File: src/rtl/hsxa_pkg.sv
package hsxa_pkg;

    localparam int FieldW = 12;
    localparam int AngleW = 16;
    localparam int CordicStages = 16;
    localparam int AngleFracBits = 7;
    localparam int AccFrac = 20;
    localparam int TableLen = 24;
    localparam int PreShift = 24;
    localparam int DataW = FieldW + PreShift + 4;
    localparam int AccW = 30;
    localparam int QueueDepth = 4;
    localparam int QueueAw = $clog2(QueueDepth);
    localparam int RoundShift = AccFrac - AngleFracBits;
    localparam int UsedStages = (CordicStages < TableLen) ? CordicStages : TableLen;

    typedef struct packed {
        logic [31:0] reg28_word;
        logic [31:0] reg29_word;
    } t_in_req;

    typedef struct packed {
        logic signed [FieldW-1:0] field_x;
        logic signed [FieldW-1:0] field_y;
        logic signed [FieldW-1:0] field_z;
        logic signed [AngleW-1:0] angle_xy;
        logic signed [AngleW-1:0] angle_xz;
        logic signed [AngleW-1:0] angle_yz;
    } t_out_req;

    typedef struct packed {
        logic signed [FieldW-1:0] fx;
        logic signed [FieldW-1:0] fy;
        logic signed [FieldW-1:0] fz;
    } t_fields;

    typedef struct packed {
        logic signed [DataW-1:0] x;
        logic signed [DataW-1:0] y;
        logic signed [AccW-1:0] z;
        logic                   bypass;
        logic signed [AngleW-1:0] fixed;
    } t_cordic;

    function automatic logic signed [AccW-1:0] atan_q20(input int idx);
        logic signed [AccW-1:0] t [TableLen];
        t = '{30'sd47185920, 30'sd27855475, 30'sd14718068, 30'sd7471121, 30'sd3750058,
              30'sd1876857, 30'sd938658, 30'sd469357, 30'sd234682, 30'sd117342,
              30'sd58671, 30'sd29335, 30'sd14668, 30'sd7334, 30'sd3667, 30'sd1833,
              30'sd917, 30'sd458, 30'sd229, 30'sd115, 30'sd57, 30'sd29, 30'sd14, 30'sd7};
        return t[idx];
    endfunction

endpackage

File: src/rtl/hsxa_front.sv
module hsxa_front (
    input  logic                  i_clk,
    input  logic                  i_rst_n,
    input  logic                  i_push,
    input  hsxa_pkg::t_in_req     i_req,
    output logic                  o_full,
    input  logic                  i_pop,
    output logic                  o_empty,
    output hsxa_pkg::t_fields     o_fields
);
    localparam int D = hsxa_pkg::QueueDepth;
    localparam int AW = hsxa_pkg::QueueAw;

    hsxa_pkg::t_fields r_mem [D];
    logic [AW-1:0] r_wp;
    logic [AW-1:0] r_rp;
    logic [AW:0]   r_cnt;
    hsxa_pkg::t_fields n_f;
    logic do_push;
    logic do_pop;

    assign o_full = (r_cnt == (AW+1)'(D));
    assign o_empty = (r_cnt == '0);
    assign do_push = i_push && !o_full;
    assign do_pop = i_pop && !o_empty;
    assign o_fields = r_mem[r_rp];

    always_comb begin
        n_f.fx = {i_req.reg28_word[31:24], i_req.reg29_word[19:16]};
        n_f.fy = {i_req.reg28_word[23:16], i_req.reg29_word[15:12]};
        n_f.fz = {i_req.reg28_word[15:8], i_req.reg29_word[11:8]};
    end

    always_ff @(posedge i_clk) begin
        if (do_push) r_mem[r_wp] <= n_f;
    end

    always_ff @(posedge i_clk) begin
        if (!i_rst_n) begin
            r_wp <= '0;
            r_rp <= '0;
            r_cnt <= '0;
        end else begin
            if (do_push) r_wp <= r_wp + 1'b1;
            if (do_pop) r_rp <= r_rp + 1'b1;
            r_cnt <= r_cnt + (AW+1)'(do_push) - (AW+1)'(do_pop);
        end
    end
endmodule

File: config.mk
export PLATFORM = sky130hd
export DESIGN_NAME = hsxa_front
export DESIGN_NICKNAME = d
export VERILOG_FILES = /design/src/rtl/hsxa_pkg.sv /design/src/rtl/hsxa_front.sv
export SDC_FILE = /design/constraint.sdc
export NUM_CORES = 1
export LEC_CHECK = 0
export BUFFER_PORTS_ARGS = -buffer_cell sky130_fd_sc_hd__buf_4
export CAP_MARGIN = 30
export CORE_MARGIN = 4
export CORE_UTILIZATION = 50
export CTS_CLUSTER_SIZE = 10
export DETAILED_ROUTE_END_ITERATION = 16
export MAX_ROUTING_LAYER = met4
export PLACE_DENSITY_LB_ADDON = 0.05
export SLEW_MARGIN = 30
export SYNTH_ARGS = -nofsm -noshare
export SYNTH_HDL_FRONTEND = slang
export SYNTH_SLANG_ARGS = --single-unit
File: constraint.sdc
create_clock -name i_clk -period 3.9 [get_ports i_clk]
set_input_delay 0.78 -clock i_clk [delete_from_list [all_inputs] [get_ports i_clk]]
set_output_delay 0.78 -clock i_clk [all_outputs]
set_load 0.01 [all_outputs]
=== After elaboration in Yosys (flattened, before gate mapping) ===
Memories as Yosys holds them, arrays and structs flattened. A register that Yosys moved wholly into a read port is not among the register bits.
Index checks and enable logic that the tools add are counted.

* Equality and inequality tests: 1
* Reduce and logical (&&, ||, !) cells: 5
* Mux-type cells: 4
* Add/sub/neg operators: 4

{| class="wikitable"
|+ Operator list
! kind !! count
|-
| 2-bit by 1-bit adder with 2-bit output, second input constant || 2
|-
| 2-bit 2-to-1 mux || 2
|-
| 3-bit by 1-bit adder with 3-bit output || 1
|-
| 3-bit == test, second input constant || 1
|-
| 3-bit zero test || 1
|-
| 3-bit by 1-bit subtractor with 3-bit output || 1
|-
| 1-bit logical AND || 2
|-
| 1-bit zero test || 2
|-
| 1-bit 2-to-1 mux || 2
|}

* Memories: 1
* Bits of input ports: 68
* Logic and storage cells: 18
* Output and inout bits: 38
* Flip-flop bits (word level): 7
* Bits in writable memories: 144

{| class="wikitable"
|+ Memory list
! memory !! words !! bits a word !! read ports !! clocked after memory_dff !! wr ports !! RTL line !! source
|-
| r_mem || 4 || 36 || 1 || 1 || 1 || hsxa_front.sv:14 || <nowiki>hsxa_pkg::t_fields r_mem [D];</nowiki>
|}

=== Logic depth before layout (Yosys ltp) ===
* Depth after elaboration: 5
* Depth in mapped cells: 11
* Gate-level depth less buffers: 10

=== Worst setup path before layout ===
No wires, ideal clock.

* Path kind: input -> register
* Start: input i_push
* End: register r_cnt[2]
* Setup time: 115 ps
* Required time: 3785 ps
* Data arrival time: 2303 ps
* Path buffers: 1
* Stages: 10
* Path slack: 1482 ps
* Cell sequence: nor2b_1 -> buf_2 -> inv_1 -> ha_1 -> inv_1 -> ha_1 -> fa_1 -> xnor2_1 -> xnor2_1 -> and2_1

* Longest elaborated chain between the ends: 3

{| class="wikitable"
|+ Ends and longest elaborated chain
! element !! RTL line !! source
|-
| start, declared || hsxa_front.sv:4 || <nowiki>input logic i_push,</nowiki>
|-
| 1-bit logical AND || hsxa_front.sv:24 || <nowiki>assign do_push = i_push && !o_full;</nowiki>
|-
| 3-bit by 1-bit adder with 3-bit output || hsxa_front.sv:46 || <nowiki>r_cnt <= r_cnt + (AW+1)'(do_push) - (AW+1)'(do_pop);</nowiki>
|-
| 3-bit by 1-bit subtractor with 3-bit output || hsxa_front.sv:46 ||
|-
| end signal, assigned || hsxa_front.sv:46 ||
|-
| end, declared || hsxa_front.sv:17 || <nowiki>logic [AW:0] r_cnt;</nowiki>
|}

No other way between the ends.
A chain may end at the register's enable or synchronous reset.

==> metrics.csv <==
metric,value,unit
run_status,finished clean,
worstSetupEndpointType,output pin,
period_share,77.5,%
synth_cell_types,23,
io_buffers,77,
io_pins,106,
rows,38,
grt_pass1_wl,14700,um
maxClockFrequency,331,MHz
floorplan.initialDensity,52.0,%
cts-root-buf,clkbuf_16,
tightest_slew,0.714,ns
vias,2584,
dp.cells,453,
synth-warning-count,0,
viasPerCell,5.33,
worst-path-max-fanout,19,
yosys-top-cells-area,"edfxtp_1, mux4_2, dfxtp_1, mux4_1, ha_1",
synthSimpleGateAreaFrac,2.07,%
synth_fa_ha_area_share,1.66,%
cts_buffers,17,
routed_wl,9300,um
cp_slowest_stage_delay,0.77,ns
area_growth,22.9,%
antenna_found_initial,0,
ys_seq_area_share,78.6,%
grt_usage,15.9,%
final_core_util,63.9,%
htree_num_levels,4,
syn_area,5730,sq um
fin_crit,3.02,ns
ir_drop,0.425,mV
synthMuxAreaShare,14.9,%
finalWeightedCongestion,0.679,
ys_dominant_reg_cell,edfxtp_1,
cts-hold-fix-buffers,0,
synth_commonest_cells,"edfxtp_1, mux4_2, dfxtp_1",
cts_setup_buffers,0,
final_area,7050,sq um
worstSetupPathType,reg2out,
layout.nets,407,
synth_edf_count,144,
final_hold_viol_count,0,
drive_gt1_share,43.8,%
wl_per_cell,19.2,um
p_per_area,656,nW/um^2
syn-instance-count,239,
post_dp_cell_area,6460,sq um
clock_path_buffers,2,
synth_seq_cells,153,
synth_top_family_by_area,multiplexers,
clk_latency,0.41,ns
hold_class,reg2reg,
drv_cap,0,
grt_pass1_vias,2698,
path_cells,"buf_12, mux4_1, buf_4",
yosys.area.top_type_share,75.4,%
yosys.cell_count.top_type,edfxtp_1,
drc_errors,0,
avgSynthCellArea,24.0,sq um
startpoint_type,flop,
ctsResizeCount,0,
fin_skew,0.00630,ns
core,11000,sq um
ant_nets,0,
synth_xor_area_share,0.305,%
max-slew-margin-rel,52.4,%
synth-compound-area-share,0.393,%
dr.first_iter.drc_count,153,
grt_setup_unrepaired,false,
dr.pass1.iters,4,
setup_viol,0,
cts_tree,done,
die_area,13200,sq um
required,3.12,ns
fin_setup_tns,0,ns
cts_sinks,153,
grt_overflow,0,
grt_start_max_net_pins,37,
slew_viol_final,0,
die_h,115,um
stdcell_count,485,
cp_top_family,flip-flops,
p_leak,2.44,nW
cp_num_buf_inv,2,
n_antenna_cell,0,
yosysTopAreaCell,edfxtp_1,
total_power,4.62,mW
hpwl,5550,um
die_w,115,um
synth_fp_nets,314,
crit_slowest_cell,dfxtp_2,
ys_async_sr_fraction,0,%
arrival,2.24,ns
path_clk_slew,0.06,ns
path summary, 6_finish.rpt:
| check | start | end | slack [ns] | cells past startpoint |
|---|---|---|---|---|
| setup / recovery | flop | o_fields[31] | 0.88 | 3 |
| hold / removal | r_wp[1] | r_wp[1] | 0.49 | 2 |
| setup reg to reg | r_cnt[2] | r_cnt[2] | 1.50 | 10 |
| hold reg to reg | r_wp[1] | r_wp[1] | 0.49 | 2 |
sequential cells by signal, indices dropped and copies added, names as in the netlist, named ones only:
register / cells
r_rp: 2
r_mem: 144
r_wp: 2
r_cnt: 3
tightest hold or removal path, delay by kind of cell (launching register included):
family | cells | cell delay (ns)
multiplexers | 1 | 0.05
AND/OR/NAND/NOR | 1 | 0.06
flip-flops | 1 | 0.33
routing by layer:
metal,wire (um),global-route usage (%)
met4,88,5.87
met2,4690,24.3
met1,3980,19.6
met3,548,5.84
met5,0,-
power by group:
group	leakage (nW)	internal [mW]	total (mW)	switching (mW)
clock	0.290	1.00	1.58	0.576
sequential	1.39	2.00	2.10	0.108
combinational	0.760	0.530	0.940	0.410
cell type report:
type | count | area [sq um]
flip-flops and latches | 153 | 4510
fillers | 791 | 3980
multi-input cells | 70 | 1110
repair buffers | 84 | 643
clock buffers | 24 | 492
well taps | 140 | 175
clock inverters | 8 | 92.6
inverters | 6 | 22.5
kinds of logic (layout without fill, tap and decap cells):
| family | count (synthesis) | in the layout |
|---|---|---|
| DFF | 153 | 153 |
| buffers and inverters | 16 | 122 |
| muxes | 38 | 38 |
| adders and majority gates | 7 | 7 |
| xor gates and xnor gates | 2 | 2 |
| AOI/OAI and AO/OA | 4 | 4 |
| and+or+nand+nor | 19 | 19 |
metrics by stage:
step / setup slack, ns / hold slack [ns]
2_1_floorplan: 1.48 / 0.456
3_3_place_gp: 1.14 / 0.462
3_5_place_dp: 1.13 / 0.492
4_1_cts: 0.790 / 0.499
5_1_grt: 0.708 / 0.527
6_report: 0.876 / 0.494
cells in the final DEF (no fill, tap or decap), drive strengths merged, types with 3 or more instances in the layout:
cell / netlist / layout
edfxtp: 144 / 144
buf: 8 / 84
mux4: 36 / 36
clkbuf: 2 / 24
dfxtp: 9 / 9
and2: 7 / 7
inv: 6 / 6
nand2: 6 / 6
ha: 6 / 6
clkinv: 0 / 5
o21ai: 3 / 3
(Power assumes the default switching activity.)
